[config.mk]
export PLATFORM = sky130hd
export DESIGN_NAME = egre_front
export DESIGN_NICKNAME = d
export VERILOG_FILES = /design/src/sv/egre_pkg.sv /design/src/sv/egre_front.sv
export SDC_FILE = /design/constraint.sdc
export NUM_CORES = 1
export LEC_CHECK = 0
export BUFFER_PORTS_ARGS = -buffer_cell sky130_fd_sc_hd__buf_2
export CORE_ASPECT_RATIO = 0.6
export CORE_MARGIN = 2
export CORE_UTILIZATION = 53
export CTS_BUF_LIST = sky130_fd_sc_hd__clkbuf_4 sky130_fd_sc_hd__clkbuf_8
export DETAILED_ROUTE_END_ITERATION = 10
export MAX_ROUTING_LAYER = met4
export PLACE_DENSITY = 0.82
export SLEW_MARGIN = 20
export SYNTH_ARGS = -nofsm -noshare
export SYNTH_HDL_FRONTEND = slang
export SYNTH_SLANG_ARGS = --single-unit
[constraint.sdc]
create_clock -name i_clk -period 2.45 [get_ports i_clk]
set_input_delay 0.1225 -clock i_clk [delete_from_list [all_inputs] [get_ports i_clk]]
set_output_delay 0.1225 -clock i_clk [all_outputs]
set_load 0.02 [all_outputs]
[src/sv/egre_pkg.sv]
package egre_pkg;

    localparam int unsigned STREAMS_DEF = 4;
    localparam int unsigned AW = 48;

    typedef enum logic [1:0] {
        ACT_START = 2'd0,
        ACT_TICK  = 2'd1,
        ACT_RESP  = 2'd2,
        ACT_NONE  = 2'd3
    } t_action;

    typedef enum logic [2:0] {
        PH_INVALID        = 3'd0,
        PH_READING_INDEX  = 3'd1,
        PH_READ_NEXT      = 3'd2,
        PH_READING_WEIGHT = 3'd3,
        PH_WRITE_NEXT     = 3'd4,
        PH_WRITING        = 3'd5
    } t_phase;

    typedef enum logic [1:0] {
        ERR_NONE  = 2'd0,
        ERR_UNEXP = 2'd1,
        ERR_RANGE = 2'd2
    } t_err;

    typedef enum logic [2:0] {
        MODE_IDLE = 3'b001,
        MODE_RUN  = 3'b010,
        MODE_DONE = 3'b100
    } t_mode;

    localparam logic [2:0] REG_INDEX_BASE  = 3'd0;
    localparam logic [2:0] REG_WEIGHT_BASE = 3'd1;
    localparam logic [2:0] REG_OUTPUT_BASE = 3'd2;
    localparam logic [2:0] REG_TABLE_ROWS  = 3'd3;
    localparam logic [2:0] REG_ROW_WIDTH   = 3'd4;
    localparam logic [2:0] REG_FIRST_ROW   = 3'd5;
    localparam logic [2:0] REG_END_ROW     = 3'd6;

    localparam logic [3:0] BYTES_INDEX = 4'd8;
    localparam logic [3:0] BYTES_WORD  = 4'd4;

    typedef struct packed {
        logic [1:0]  action;
        logic        port_accepts;
        logic [3:0]  resp_stream;
        logic [63:0] resp_data;
    } t_item;

    typedef struct packed {
        logic        req_valid;
        logic        req_write;
        logic [47:0] req_addr;
        logic [3:0]  req_bytes;
        logic [3:0]  req_stream;
        logic [31:0] req_data;
        logic        done_res;
        logic [1:0]  error;
    } t_result;

endpackage

[src/sv/egre_front.sv]
module egre_front
    import egre_pkg::*;
(
    input  logic        i_clk,
    input  logic        i_rst_n,
    input  logic        i_valid,
    output logic        o_ready,
    input  logic [70:0] i_data,
    output logic        o_valid,
    input  logic        i_ready,
    output t_item       o_item
);

    t_item r_q0, r_q1;
    logic [1:0] r_cnt;
    t_item w_in;
    logic w_push, w_pop;

    assign w_in.action       = i_data[1:0];
    assign w_in.port_accepts = i_data[2];
    assign w_in.resp_stream  = i_data[6:3];
    assign w_in.resp_data    = i_data[70:7];

    assign o_ready = (r_cnt != 2'd2);
    assign w_push  = i_valid && o_ready;
    assign o_valid = (r_cnt != 2'd0);
    assign w_pop   = o_valid && i_ready;
    assign o_item  = r_q0;

    always_ff @(posedge i_clk) begin
        if (!i_rst_n) begin
            r_cnt <= 2'd0;
        end else begin
            r_cnt <= r_cnt + {1'b0, w_push} - {1'b0, w_pop};
        end
        if (w_pop) begin
            r_q0 <= (r_cnt == 2'd2) ? r_q1 : w_in;
        end else if (w_push && r_cnt == 2'd0) begin
            r_q0 <= w_in;
        end
        if (w_push && ((r_cnt == 2'd1 && !w_pop) || (r_cnt == 2'd2))) begin
            r_q1 <= w_in;
        end
    end

endmodule

== Word-level counts from Yosys, hierarchy flattened ==
Index checks and enable logic that the tools add are counted.
W data, S select, Z words.
Cells by class
  muxes and demuxes: 3
  equality and inequality tests: 3
  $add $sub $neg: 2
  reduce and logical (&&, ||, !) cells: 10
Operator list (count)
  $mux W71: 3
  $logic_and A1 B1 Y1: 5
  $reduce_bool A2 Y1: 2
  $add A2 B1 Y2: 1
  $eq A2 B1 Y1 const B: 1
  $eq A2 B2 Y1 const B: 1
  $logic_not A2 Y1: 1
  $ne A2 B2 Y1 const B: 1
  $sub A2 B1 Y2: 1
  $logic_not A1 Y1: 1
  $logic_or A1 B1 Y1: 1
Storage, ports and cells
  register bits: 144
  word-level logic and storage cells: 27
  input port bits: 75
  output and inout bits: 73

== Longest topological paths before layout ==
  word-level depth: 6
  mapped depth: 7
  mapped depth without buffers: 7

== Least setup slack after synthesis ==
Ideal clock, no wire load.
  kind: reg-to-reg
  from: reg r_cnt[1]
  to: reg r_q0 (netlist bit o_item[0]) (enable)
  setup slack: 298 ps
  arrival time: 1753 ps
  required time: 2051 ps
  path buffers: 0
  stages on the path, launching flop included: 3
  period minus slack after synthesis: 2152 ps
  library setup time: 399 ps
  cells stage by stage: dfxtp_1 -> or2_2 -> mux2_2
Between the ends
  elaborated cells between the ends (all ways): 7
  classes of those cells: eq/ne (1); reduce/logical (6)
RTL lines
  start, declared: line egre_front.sv:15  | logic [1:0] r_cnt;
  start signal, assigned: line egre_front.sv:34  | r_cnt <= r_cnt + {1'b0, w_push} - {1'b0, w_pop};
  $reduce_bool A2 Y1: line egre_front.sv:26  | assign o_valid = (r_cnt != 2'd0);
  net o_valid: line egre_front.sv:9  | output logic o_valid,
  $logic_and A1 B1 Y1: line egre_front.sv:27  | assign w_pop = o_valid && i_ready;
  $reduce_bool A2 Y1 (no source line)
  end signal, assigned: line egre_front.sv:37  | r_q0 <= (r_cnt == 2'd2) ? r_q1 : w_in;
  end signal, assigned: line egre_front.sv:39  | r_q0 <= w_in;
  end, declared: line egre_front.sv:14  | t_item r_q0, r_q1;
The timed path passes the listed nets, and every way through them passes these cells.
A chain may end at the register's enable or synchronous reset.

== Final worst setup path ==
  from: reg r_cnt[1]
  to: reg r_cnt[1]
Between the ends
  cells in the longest elaborated chain, start to end: 4
  elaborated cells between the ends (all ways): 6
  classes of those cells: add/sub (2); eq/ne (1); reduce/logical (3)
Ends and longest elaborated chain
  $ne A2 B2 Y1: line egre_front.sv:24  | assign o_ready = (r_cnt != 2'd2);
  $logic_and A1 B1 Y1: line egre_front.sv:25  | assign w_push = i_valid && o_ready;
  $add A2 B1 Y2: line egre_front.sv:34
  $sub A2 B1 Y2 (*): line egre_front.sv:34
Mark *: on every way between the ends. The rest lies on a longest branch, timed or not.

==> out/metrics.yaml <==
status:
  status: "completed"
place:
  port_buffers: 147
  place_area_um2: 6490
  place.gp.congestion: 0.742
clocking:
  cts_tree: "yes"
  htreeDepth: 4
  numCtsBuffers: 17
  cts_num_sinks: 144
  post_cts_buffers: 0
  clock-root-buffer: "clkbuf_8"
  hold_buffers: 72
  cts.clk_slew.worst_paths_ps: 70
  cts-resized-gates: 0
  clockBufferDepth: 2
  clkLatencyLatePin_ps: 430
die:
  dieArea_um2: 11500
  dieWidth_um: 137
  core_area_um2: 10500
  placementRows: 29
  initial_core_util: 0.540
  die_h_um: 83.9
  ios: 148
synth:
  synth_nets: 313
  syn_area_per_cell_um2: 23.9
  seq_area_frac_synth: 0.763
  syn_area_um2: 5640
  ys.warnings.count: 0
  synth-seq-cells: 144
  ys_types: 16
  syn_inst: 236
power:
  leakage_nw: 3.20
  p_per_area_nw_per_um2: 891
  peakVddDrop_mv: 0.538
routing:
  firstDrtPassIters: 4
  num_vias: 2982
  avgRoutedWirePerCell_um: 16.9
  ant_nets: 0
  via_per_inst: 4.78
  drc: 0
  drtIter0Drc: 131
  wl_mm: 10.5
setup_path:
  cp_cell_sequence: "or2_2 > and2_1 > ha_1 > inv_1 > ha_1 > xnor3_1 > nor2b_1"
  crit_fanout: 5
  worst-setup-path-type: "reg2reg"
  start_kind: "flop"
  crit_arrival_ps: 2090
  crit_required_ps: 2820
  endpoint_kind: "flop"
  cp_slowest_cell: "dfxtp_1"
  critPathMostFrequentCell: "ha_1"
  cpPeakStageDelay_ps: 350
timing:
  slew_headroom: 0.648
  hold_violations: 0
  max_freq_mhz: 582
  finalSetupTns_ps: 0
  setup_viol: 0
  final-max-slew-violation-count: 0
  min_period_ps: 1720
  fin_skew_ps: 12.3
  grt_setup_unrepaired: "false"
  final.period_utilization: 0.701
  worst_pin_slew_ps: 528
cells_and_area:
  drive_above_1_share: 0.536
  n_fill_cell: 639
  nNetsFinal: 549
  num_antenna_cells: 0
  finalInstanceArea_um2: 7590
  multi_input_area_um2: 1190
  areaGrowthSynthToFinish_pct: 34.7
  register_area_um2: 4300
flow_run:
  maxCapViolCount: 0
global_route:
  grt_max_degree: 37
  antenna_found_initial: 0
  grt.total_usage: 0.200
  gr-total-overflow: 0
  grt_pass1_wl_mm: 16.1
  grt_pass1_vias: 3186
hold_path:
  hold_class: "in2reg"
## through the flow
| stage | setup WS [ps] | cells | power [mW] | util | hold WS [ps] |
|---|---|---|---|---|---|
| finish | 733 | 624 | 6.76 | 0.727 | 333 |
| global placement | 848 | 520 | 4.85 | 0.621 | 317 |
| CTS | 725 | 624 | 6.83 | 0.727 | 301 |
| global route | 648 | 624 | 7.06 | 0.727 | 328 |
| floorplan | 298 | 236 | 4.47 | - | 221 |
| detailed placement | 743 | 520 | 4.91 | 0.621 | 318 |
## sequential cells by signal, indices dropped and copies added (netlist names)
name,count
r_cnt,2
r_q1,71
o_item,71
## synth_stat cells
cell type    n  share of area
edfxtp_1   142           0.76
mux2_4      70           0.19
buf_12       7          0.025
and2_1       2         0.0022
dfxtp_1      2         0.0071
ha_1         2         0.0044
mux2_2       2         0.0040
and4bb_2     1         0.0022
buf_6        1         0.0020
inv_1        1        0.00067
nand2_1      1        0.00067
nand3b_1     1         0.0013
nor2b_1      1         0.0011
or2_2        1         0.0011
or2b_2       1         0.0016
xnor3_1      1         0.0040
## power breakdown
part	switching, mW	leakage, nW	total, mW	internal, mW
logic	0.925	1.66	1.61	0.689
clock network	0.889	0.190	1.82	0.927
registers	0.110	1.36	3.33	3.22
total	1.92	3.20	6.76	4.84
## placed cells by master, fill, tap and decap left out
cell           synthesis  routed
and2_1                 2       2
and4bb_4               0       1
buf_12                 7       3
buf_2                  0     147
buf_4                  0       3
bufinv_16              0       2
clkbuf_4               0       2
clkbuf_8               0      17
clkinv_2               0       4
clkinvlp_4             0       4
dfxtp_1                2       2
dlygate4sd3_1          0      72
edfxtp_1             142     142
ha_1                   2       2
inv_1                  1       1
inv_6                  0       3
mux2_2                 2       1
mux2_4                70      71
nand2_1                1       1
nand3b_1               1       1
nor2b_1                1       1
or2_2                  1       1
or2b_2                 1       1
xnor3_1                1       1
## routing by layer
metal	vias to the layer above	wire length (µm)	track usage	part of all wire
met5	-	0	-	0
li1	1408	-	-	-
met3	7	826	0.0789	0.078
met4	0	65	0.0562	0.0062
met2	118	4940	0.305	0.47
met1	1449	4700	0.249	0.45
## cells by family (layout without fill, tap and decap cells)
| kind of cell | after synthesis | count (layout) | share of synthesized area |
|---|---|---|---|
| buf+inv | 9 | 258 | 0.0275 |
| flops | 144 | 144 | 0.763 |
| xor+xnor | 1 | 1 | 0.00399 |
| fa+ha+maj | 2 | 2 | 0.00444 |
| mux | 72 | 72 | 0.190 |
| simple gates | 8 | 8 | 0.0102 |
## path summary, 6_finish.rpt
| path | start | to | slack, ps | cells after the start |
|---|---|---|---|---|
| worst max-delay path | r_cnt[1] | r_cnt[1] | 730 | 7 |
| worst min-delay path | i_valid | r_cnt[1] | 330 | 5 |
| worst max register to register | r_cnt[1] | r_cnt[1] | 730 | 7 |
| worst min register to register | r_q1[21] | o_item[21] | 550 | 1 |
## worst max-delay path, delay by kind of cell, from the launching register on
kind,cells,cell delay (ps)
and+or+nand+nor,3,620
buffers and inverters,1,60
xor gates and xnor gates,1,220
DFF,1,350
adders and majority gates,2,410
## layout make-up
cell class,count,share of cell area
Sequential cell,144,0.567
Timing Repair Buffer,225,0.203
Multi-Input combinational cell,83,0.156
Clock buffer,19,0.0328
Tap cell,139,0.0229
Clock inverter,13,0.0180
Inverter,1,0.000494
(Power assumes the default switching activity.)
