==> config.mk <==
export PLATFORM = sky130hd
export DESIGN_NAME = egre_back
export DESIGN_NICKNAME = d
export VERILOG_FILES = /design/src/sv/egre_pkg.sv /design/src/sv/egre_back.sv
export SDC_FILE = /design/constraint.sdc
export NUM_CORES = 2
export LEC_CHECK = 0
export ABC_AREA = 1
export BUFFER_PORTS_ARGS = -buffer_cell sky130_fd_sc_hd__buf_2
export CAP_MARGIN = 20
export CORE_ASPECT_RATIO = 0.5
export CORE_MARGIN = 2
export CORE_UTILIZATION = 50
export CTS_BUF_LIST = sky130_fd_sc_hd__clkbuf_8 sky130_fd_sc_hd__clkbuf_16
export DETAILED_ROUTE_END_ITERATION = 6
export PLACE_DENSITY = 0.69
export SLEW_MARGIN = 0
export SYNTH_ARGS = -nofsm -noshare
export SYNTH_HDL_FRONTEND = slang
export SYNTH_SLANG_ARGS = --single-unit
==> constraint.sdc <==
create_clock -name i_clk -period 21.7 [get_ports i_clk]
set_input_delay 1.085 -clock i_clk [delete_from_list [all_inputs] [get_ports i_clk]]
set_output_delay 1.085 -clock i_clk [all_outputs]
set_load 0.01 [all_outputs]
==> src/sv/egre_pkg.sv <==
package egre_pkg;

    localparam int unsigned STREAMS_DEF = 4;
    localparam int unsigned AW = 48;

    typedef enum logic [1:0] {
        ACT_START = 2'd0,
        ACT_TICK  = 2'd1,
        ACT_RESP  = 2'd2,
        ACT_NONE  = 2'd3
    } t_action;

    typedef enum logic [2:0] {
        PH_INVALID        = 3'd0,
        PH_READING_INDEX  = 3'd1,
        PH_READ_NEXT      = 3'd2,
        PH_READING_WEIGHT = 3'd3,
        PH_WRITE_NEXT     = 3'd4,
        PH_WRITING        = 3'd5
    } t_phase;

    typedef enum logic [1:0] {
        ERR_NONE  = 2'd0,
        ERR_UNEXP = 2'd1,
        ERR_RANGE = 2'd2
    } t_err;

    typedef enum logic [2:0] {
        MODE_IDLE = 3'b001,
        MODE_RUN  = 3'b010,
        MODE_DONE = 3'b100
    } t_mode;

    localparam logic [2:0] REG_INDEX_BASE  = 3'd0;
    localparam logic [2:0] REG_WEIGHT_BASE = 3'd1;
    localparam logic [2:0] REG_OUTPUT_BASE = 3'd2;
    localparam logic [2:0] REG_TABLE_ROWS  = 3'd3;
    localparam logic [2:0] REG_ROW_WIDTH   = 3'd4;
    localparam logic [2:0] REG_FIRST_ROW   = 3'd5;
    localparam logic [2:0] REG_END_ROW     = 3'd6;

    localparam logic [3:0] BYTES_INDEX = 4'd8;
    localparam logic [3:0] BYTES_WORD  = 4'd4;

    typedef struct packed {
        logic [1:0]  action;
        logic        port_accepts;
        logic [3:0]  resp_stream;
        logic [63:0] resp_data;
    } t_item;

    typedef struct packed {
        logic        req_valid;
        logic        req_write;
        logic [47:0] req_addr;
        logic [3:0]  req_bytes;
        logic [3:0]  req_stream;
        logic [31:0] req_data;
        logic        done_res;
        logic [1:0]  error;
    } t_result;

endpackage

==> src/sv/egre_back.sv <==
module egre_back
    import egre_pkg::*;
#(
    parameter int unsigned STREAMS = STREAMS_DEF
) (
    input  logic        i_clk,
    input  logic        i_rst_n,
    input  logic        i_valid,
    output logic        o_ready,
    input  t_item       i_item,
    input  logic        i_cfg_valid,
    input  logic [2:0]  i_cfg_index,
    input  logic [63:0] i_cfg_data,
    output logic        o_valid,
    input  logic        i_ready,
    output t_result     o_res
);

    localparam int unsigned SW = (STREAMS > 1) ? $clog2(STREAMS) : 1;

    logic [47:0] r_ib, r_wb, r_ob, r_jib, r_jwb, r_job;
    logic [31:0] r_trows, r_first, r_end, r_jrows, r_jend;
    logic [15:0] r_width, r_jwidth;
    t_mode       r_mode;
    logic [SW-1:0] r_turn;
    t_phase      r_ph [STREAMS];
    logic [31:0] r_row [STREAMS];
    logic [16:0] r_col [STREAMS];
    logic [31:0] r_trow [STREAMS];
    logic [31:0] r_val [STREAMS];
    logic [47:0] r_rd, r_wr, r_tot;
    logic        r_ov;
    t_result     r_res;

    logic        w_go;
    logic [SW-1:0] w_s, w_rs;
    logic        w_rs_ok;
    logic [31:0] w_nr;
    logic [47:0] w_mul_a;
    logic [63:0] w_prod;
    logic [47:0] w_addr;
    logic [16:0] w_c;

    assign o_ready = !r_ov || i_ready;
    assign w_go    = i_valid && o_ready;
    assign o_valid = r_ov;
    assign o_res   = r_res;

    assign w_s  = r_turn;
    assign w_rs = i_item.resp_stream[SW-1:0];
    assign w_rs_ok = ({28'd0, i_item.resp_stream} < 32'(STREAMS));
    assign w_nr = r_row[w_s] + ((r_ph[w_s] != PH_INVALID) ? 32'd1 : 32'd0);
    assign w_mul_a = (r_ph[w_s] == PH_READ_NEXT) ? {16'd0, r_trow[w_s]}
                                                  : {16'd0, r_row[w_s]};
    assign w_prod = 64'(w_mul_a) * 64'(r_jwidth) + 64'(r_col[w_s]);
    assign w_c = (r_col[w_rs] + 17'(STREAMS) > {1'b0, r_jwidth}) ?
                 {1'b0, r_jwidth} : r_col[w_rs] + 17'(STREAMS);

    always_comb begin
        w_addr = 48'd0;
        if (r_ph[w_s] == PH_READ_NEXT) w_addr = r_jwb + {w_prod[45:0], 2'b00};
        else w_addr = r_job + {w_prod[45:0], 2'b00};
    end

    always_ff @(posedge i_clk) begin : p_seq
        t_result n_res;
        if (!i_rst_n) begin
            r_ib <= '0; r_wb <= '0; r_ob <= '0;
            r_trows <= 32'd1; r_width <= 16'd4; r_first <= '0; r_end <= '0;
            r_jib <= '0; r_jwb <= '0; r_job <= '0;
            r_jrows <= 32'd1; r_jwidth <= 16'd4; r_jend <= '0;
            r_mode <= MODE_IDLE; r_turn <= '0;
            r_rd <= '0; r_wr <= '0; r_tot <= '0;
            r_ov <= 1'b0;
            for (int i = 0; i < STREAMS; i++) begin
                r_ph[i] <= PH_INVALID; r_row[i] <= '0; r_col[i] <= '0;
            end
        end else begin
            if (i_cfg_valid) begin
                case (i_cfg_index)
                    REG_INDEX_BASE:  r_ib <= i_cfg_data[47:0];
                    REG_WEIGHT_BASE: r_wb <= i_cfg_data[47:0];
                    REG_OUTPUT_BASE: r_ob <= i_cfg_data[47:0];
                    REG_TABLE_ROWS:  r_trows <= i_cfg_data[31:0];
                    REG_ROW_WIDTH:   r_width <= i_cfg_data[15:0];
                    REG_FIRST_ROW:   r_first <= i_cfg_data[31:0];
                    REG_END_ROW:     r_end <= i_cfg_data[31:0];
                    default: ;
                endcase
            end
            r_ov <= w_go || (r_ov && !i_ready);
            if (w_go) begin
                n_res = '0;
                n_res.done_res = (r_mode == MODE_DONE);
                case (t_action'(i_item.action))
                    ACT_START: begin
                        r_jib <= r_ib; r_jwb <= r_wb; r_job <= r_ob;
                        r_jrows <= r_trows; r_jwidth <= r_width;
                        r_jend <= (r_end < r_first) ? r_first : r_end;
                        r_tot <= 48'(64'((r_end < r_first) ? 32'd0 : r_end - r_first)
                                 * 64'(r_width));
                        r_rd <= '0; r_wr <= '0; r_mode <= MODE_RUN;
                        n_res.done_res = 1'b0;
                        for (int i = 0; i < STREAMS; i++) begin
                            r_ph[i] <= PH_INVALID; r_col[i] <= 17'(i); r_row[i] <= r_first;
                        end
                    end
                    ACT_TICK: begin
                        if (r_mode == MODE_RUN) begin
                            if (r_rd == r_tot && r_wr == r_tot) begin
                                r_mode <= MODE_DONE;
                                n_res.done_res = 1'b1;
                            end else if (r_row[w_s] == r_jend) begin
                                r_turn <= (32'(r_turn) == STREAMS - 1) ? '0 : r_turn + 1'b1;
                            end else if (r_ph[w_s] == PH_READING_INDEX ||
                                         r_ph[w_s] == PH_READING_WEIGHT ||
                                         r_ph[w_s] == PH_WRITING) begin
                            end else if (r_ph[w_s] == PH_INVALID ||
                                         r_col[w_s] >= {1'b0, r_jwidth}) begin
                                if (w_nr == r_jend) begin
                                    r_row[w_s] <= w_nr;
                                    r_turn <= (32'(r_turn) == STREAMS - 1) ? '0 : r_turn + 1'b1;
                                end else if (i_item.port_accepts) begin
                                    r_row[w_s] <= w_nr;
                                    r_ph[w_s] <= PH_READING_INDEX;
                                    n_res.req_valid = 1'b1;
                                    n_res.req_addr = r_jib + {13'd0, w_nr, 3'b000};
                                    n_res.req_bytes = BYTES_INDEX;
                                    n_res.req_stream = 4'(w_s);
                                    r_turn <= (32'(r_turn) == STREAMS - 1) ? '0 : r_turn + 1'b1;
                                end
                            end else if (i_item.port_accepts) begin
                                n_res.req_valid = 1'b1;
                                n_res.req_addr = w_addr;
                                n_res.req_bytes = BYTES_WORD;
                                n_res.req_stream = 4'(w_s);
                                r_turn <= (32'(r_turn) == STREAMS - 1) ? '0 : r_turn + 1'b1;
                                if (r_ph[w_s] == PH_READ_NEXT) begin
                                    r_ph[w_s] <= PH_READING_WEIGHT;
                                end else begin
                                    r_ph[w_s] <= PH_WRITING;
                                    n_res.req_write = 1'b1;
                                    n_res.req_data = r_val[w_s];
                                end
                            end
                        end
                    end
                    ACT_RESP: begin
                        if (r_mode != MODE_RUN || !w_rs_ok) begin
                            n_res.error = ERR_UNEXP;
                        end else begin
                            case (r_ph[w_rs])
                                PH_READING_INDEX: begin
                                    r_trow[w_rs] <= i_item.resp_data[31:0];
                                    if (i_item.resp_data >= {32'd0, r_jrows})
                                        n_res.error = ERR_RANGE;
                                    r_col[w_rs] <= 17'(w_rs);
                                    r_ph[w_rs] <= PH_READ_NEXT;
                                end
                                PH_READING_WEIGHT: begin
                                    r_val[w_rs] <= i_item.resp_data[31:0];
                                    r_rd <= r_rd + 48'd1;
                                    r_ph[w_rs] <= PH_WRITE_NEXT;
                                end
                                PH_WRITING: begin
                                    r_col[w_rs] <= w_c;
                                    r_wr <= r_wr + 48'd1;
                                    r_ph[w_rs] <= PH_READ_NEXT;
                                end
                                default: n_res.error = ERR_UNEXP;
                            endcase
                        end
                    end
                    default: ;
                endcase
                r_res <= n_res;
            end
        end
    end

    property p_hold;
        @(posedge i_clk) disable iff (!i_rst_n)
        (o_valid && !i_ready) |=> (o_valid && $stable(r_res));
    endproperty
    assert property (p_hold) else $error("result changed while stalled");

    property p_done_no_req;
        @(posedge i_clk) disable iff (!i_rst_n)
        (o_valid && r_res.done_res) |-> !r_res.req_valid;
    endproperty
    assert property (p_done_no_req) else $error("request with done");

    property p_cnt;
        @(posedge i_clk) disable iff (!i_rst_n)
        (r_mode == MODE_DONE) |-> (r_rd == r_tot);
    endproperty
    assert property (p_cnt) else $error("done before reads");

    property p_wr_data;
        @(posedge i_clk) disable iff (!i_rst_n)
        (o_valid && !r_res.req_write) |-> (r_res.req_data == 32'd0);
    endproperty
    assert property (p_wr_data) else $error("data on read");

endmodule

; ---- After elaboration in Yosys (flattened, before gate mapping)
; Memory sizes are Yosys's and may differ from the RTL's. A register that Yosys moved wholly into a read port is not among the register bits.
; Index checks and enable logic that the tools add are counted.
[word_totals]
regBits = 723
latchBits = 0
ramBits = 464
mem_bits_ro = 0
input_bits = 143
out_inout_bits = 95
elab_cells = 281
n_memories = 5
[op_classes]
add_sub_neg = 10
mul = 2
n_div = 0
order_cmp = 5
eq_ne = 29
n_shift = 0
mux = 139
bitwise_logic = 23
n_reduce_logical = 40
[memory_table]
columns = name, depth, word_bits, read_ports, rd_clocked_by_memory_dff, write_ports, line_no
row1 = r_row, 4, 32, 1, 1, 4, egre_back.sv:27  ; logic [31:0] r_row [STREAMS];
row2 = r_trow, 4, 32, 1, 1, 1, egre_back.sv:29  ; logic [31:0] r_trow [STREAMS];
row3 = r_val, 4, 32, 1, 1, 1, egre_back.sv:30  ; logic [31:0] r_val [STREAMS];
row4 = r_col, 4, 17, 2, 1, 4, egre_back.sv:28  ; logic [16:0] r_col [STREAMS];
row5 = r_ph, 4, 3, 2, 1, 4, egre_back.sv:26  ; t_phase r_ph [STREAMS];
[op_table]
columns = operator, n
row1 = 32-bit 2-to-1 mux, 9
row2 = 48-bit 2-to-1 mux, 5
row3 = 48-bit one-hot mux with 2 select lines, 2
row4 = 56-bit 2-to-1 mux, 3
row5 = 17-bit 2-to-1 mux, 7
row6 = "48-bit by 1-bit adder with 48-bit output, second input constant", 2
row7 = 48-bit adder, 2
row8 = 48-bit == test, 2
row9 = 90-bit 2-to-1 mux, 1
row10 = 1-bit 2-to-1 mux, 75
row11 = 32-bit == test, 2
row12 = 64-bit by 32-bit greater-or-equal comparator with 1-bit output, 1
row13 = 64-bit by 16-bit multiplier with 48-bit output, 1
row14 = 64-bit 2-to-1 mux, 1
row15 = 48-bit by 35-bit adder with 48-bit output, 1
row16 = 46-bit by 17-bit adder with 46-bit output, 1
row17 = 32-bit by 16-bit multiplier with 46-bit output, 1
row18 = 2-bit 2-to-1 mux, 21
row19 = 3-bit 2-to-1 mux, 12
row20 = 32-bit by 32-bit subtractor with 33-bit output, 1
row21 = 32-bit by 1-bit adder with 32-bit output, 1
row22 = 32-bit < comparator, 1
row23 = 32-bit OR reduction, 1
row24 = "3-bit by 2-bit == test with 1-bit output, second input constant", 6
row25 = other kinds (33), 89

; ---- Depth between registers and ports, before layout
[logic_depth]
depth_word = 19
ltp_mapped = 57
depth_no_buf = 52

; ---- Least setup slack after synthesis
; Ideal clock, no wire load.
[synth_timing]
kind = register to register
start = reg (tool-made name)
end = reg r_res (netlist bit o_res[89]) (data pin)
setup_ns = 0.270
t_arrival_ns = 8.818
t_required_ns = 21.430
slack_ns = 12.612
path_stages_with_launch = 45
n_path_buf = 5
synth_period_minus_slack_ns = 9.088
cell_sequence = dfxtp_1 -> buf_4 -> inv_2 -> buf_6 -> buf_6 -> buf_2 -> a32oi_2 -> nand3_2 -> inv_2 -> buf_1 -> o221ai_1 -> nand2_1 -> clkinv_1 -> nand2_1 -> fa_1 -> inv_1 -> fa_1 -> fa_1 -> [... 9 more ...] -> nor3_1 -> inv_1 -> o21ai_0 -> a21oi_1 -> o21ai_0 -> a21oi_1 -> o21ai_0 -> xor2_1 -> ha_1 -> a21oi_1 -> o21a_1 -> inv_1 -> a2111oi_0 -> nand3_1 -> nand2_1 -> o211ai_1 -> o21ai_0 -> a21oi_1
[synth_rtl]
columns = item, line_no
row1 = to (signal assigned), egre_back.sv:176  ; r_res <= n_res;
row2 = to (decl), egre_back.sv:33  ; t_result r_res;

==> metrics.txt <==
cells after synthesis=between 10000 and 15000; multi-input combinational cell area=0.05394 sq mm; clock root buffer=clkbuf_16; fin crit period=between 10 and 15 ns; most used cell, CP=inv_1; CTS Hold Bufs=0; total wire length=~310000 um; achievable frequency=about 73 MHz; initial antenna violation count=20; top cells by area, synth=fa_1 (20%), edfxtp_1 (18%), dfxtp_1 (14%); fillers=17070; TNS Setup=0 ns; LEAKAGE=41.34 nW; # setup viols final=0; drt first-iter violations=around 8800; antenna-violating nets left=0; power density cells=between 60 and 70 mW/mm^2; clock sinks=about 1200; layout cell share with drive strength beyond 1=5.538%; Crit path arrival time=~14 ns; actual slew at the worst max-slew pin=1.186 ns; die width=613.3 um; largest net degree at the start of global routing=~150; RSZ-0062 raised after global routing=no; Crit path required time=approximately 22 ns; outcome=finished clean; full die area=0.1893 sq mm; TritonRoute pass-1 iters=6; Max-Cap Viols=0; worst skew pair latency=roughly 0.75 ns; Overflow after GRT=0; max-slew violations=0; total setup buffers inserted after CTS=0; Hold Crit Class=reg -> reg; Die H=just over 300 um; Seq cells post-synth=between 1000 and 1500; post-synthesis sequential area ratio=31.53%; Initial Utilization=between 50% and 60%; xor-xnor portion of the synthesized cell area=under 10%; main combinational cell family by area after synthesis=adder cells; DRC=0; startpoint type of the worst setup path=register; post-synthesis mux area share=0%; Hold Vio Cnt, Final=0; CTS resizes=0; top-area cell type share of the netlist area=20.08%; count of different cell masters after synthesis=just over 70; relative slew slack=between 20% and 30%; Vias/cell=around 5.7; Placer Congestion=~1; EDFF count, synth=553; cell with the most instances after synthesis=nand2_1; Compound-Gate Fraction of Synth Area=between 10% and 20%; prevailing post-synth register cell=dfxtp_1; critical path type=reg -> reg; maximum vdd ir drop=between 0.00008 and 0.00009 V; IO Count=roughly 240; synthesized-area fraction occupied by adder cells=around a quarter; Slowest Stage Delay on Critical Path=roughly 0.88 ns; Worst-path clk slew=0.07 ns; Clock Tree Buf Depth=3; FF/Latch Area=a little under 0.03 sq mm; Avg Cell Area, Syn=just over 8 sq um; CTS tree=yes; Area Growth Syn to Fin=7.283%; area leader, netlist=fa_1; Core Rows=between 100 and 150; Final #Nets=approximately 13000; slowest CP cell=buf_4; post-detail-place hpwl=~230000 um; yosys warns=0; Hold Startpoint=r_ob[44]; total power draw=about 6 mW; clk_skew=roughly 0.084 ns; synthesized cell area=between 0.09 and 0.1 sq mm; per-cell routed wire length=about 22 um; total core area=between 0.15 and 0.2 sq mm; Tcrit/Tclk final=between 60% and 70%; CP endpoint kind=register; CTS Buf Count=around 110; number of global-route vias before repair=77110; first-pass GRT wire length=465500 um; asr flop ratio synth=0%; via count=78980; CP Max Fanout=93; H-tree depth=3; simple logic cell fraction of the synthesized area=between 10% and 20%; port bufs=between 200 and 250; Total GRT Usage=32.50%; synth cell count leaders=nand2_1 (2165), inv_1 (2010), nor2_1 (1149)
[sequential cells by signal (all words and copies together) (netlist names), 16 cells and up, named ones only]
register / cells
r_jwidth: 16
r_col: 68
r_jend: 32
r_tot: 48
r_width: 16
r_wr: 48
r_ib: 48
r_val: 128
r_jwb: 48
r_jrows: 32
r_end: 32
r_jib: 48
r_row: 128
r_first: 32
r_trows: 32
r_ob: 48
o_res: 89
r_wb: 48
r_trow: 128
r_rd: 48
r_job: 48
[power by group]
part / leakage [nW] / internal, mW / total, mW / switching [mW]
Sequential: 10.4 / 2.39 / 2.43 / 0.0377
Clock: 1.81 / 1.04 / 1.95 / 0.918
Combinational: 29.1 / 0.502 / 1.65 / 1.14
[per-stage QoR]
step	area (sq um)	instances	hold slack [ns]	setup WS [ns]	utilization, %
CTS	99500	13900	0.4495	8.410	54.15
detailed placement	95920	13700	0.4373	8.436	52.20
global placement	95890	13690	0.4333	8.718	52.19
global route	99550	13900	0.4623	7.528	54.18
floorplan	92830	11360	0.4223	12.61	-
finish	99560	13900	0.4486	8.071	54.18
[critical path, delay by kind of cell, from the launching register on]
family	cells	cell delay [ns]
fa+ha+maj	8	3.84
flops	1	0.63
compound gates	12	2.68
xor+xnor	1	0.31
buf+inv	11	3.45
simple gates	10	2.33
[worst paths after layout]
check / endpoint / slack, ns / cells past startpoint
setup / recovery: o_res[89] / 8.07 / 42
setup reg to reg: o_res[89] / 8.07 / 42
hold reg to reg: r_ob[44] / 0.45 / 2
hold / removal: r_ob[44] / 0.45 / 2
[kinds of logic after synthesis]
kind of cell    after synthesis
other cells                   1
buf+inv                    2519
fa+ha+maj                  1320
xor+xnor                    273
flops                      1185
simple gates               3929
compound gates             2127
[final cells by class]
class,count,share of cell area [%]
repair buffers,325,1.962
well taps,2486,3.124
diodes,5,0.01257
multi-input cells,7657,54.18
inverters,2045,7.730
clock inverters,76,0.6510
clock buffers,124,2.947
flip-flops and latches,1185,29.40
[metal layers]
metal | GRT usage [%] | part of all wire, % | vias up
li1 | - | - | 36130
met1 | 45.73 | 42 | 38480
met2 | 49.65 | 43 | 3811
met3 | 6.779 | 11 | 546
met4 | 11.73 | 3.9 | 4
met5 | 0 | 0.011 | -
[placed cells by master (no fill, tap or decap), types with 109 or more instances in the layout]
cell type | Yosys | final
o21ai_0 | 758 | 758
ha_1 | 389 | 389
dfxtp_1 | 632 | 629
edfxtp_1 | 553 | 553
clkbuf_16 | 0 | 109
xor2_1 | 138 | 137
o22ai_1 | 170 | 170
nor2_1 | 1149 | 1137
buf_2 | 25 | 216
a21oi_1 | 720 | 720
o21ai_1 | 126 | 123
nor3_1 | 117 | 117
nand2_1 | 2165 | 2163
nand3_1 | 251 | 251
inv_1 | 2010 | 2022
fa_1 | 931 | 931
xnor2_1 | 134 | 134
No activity file was read; power rests on OpenSTA's default activity.
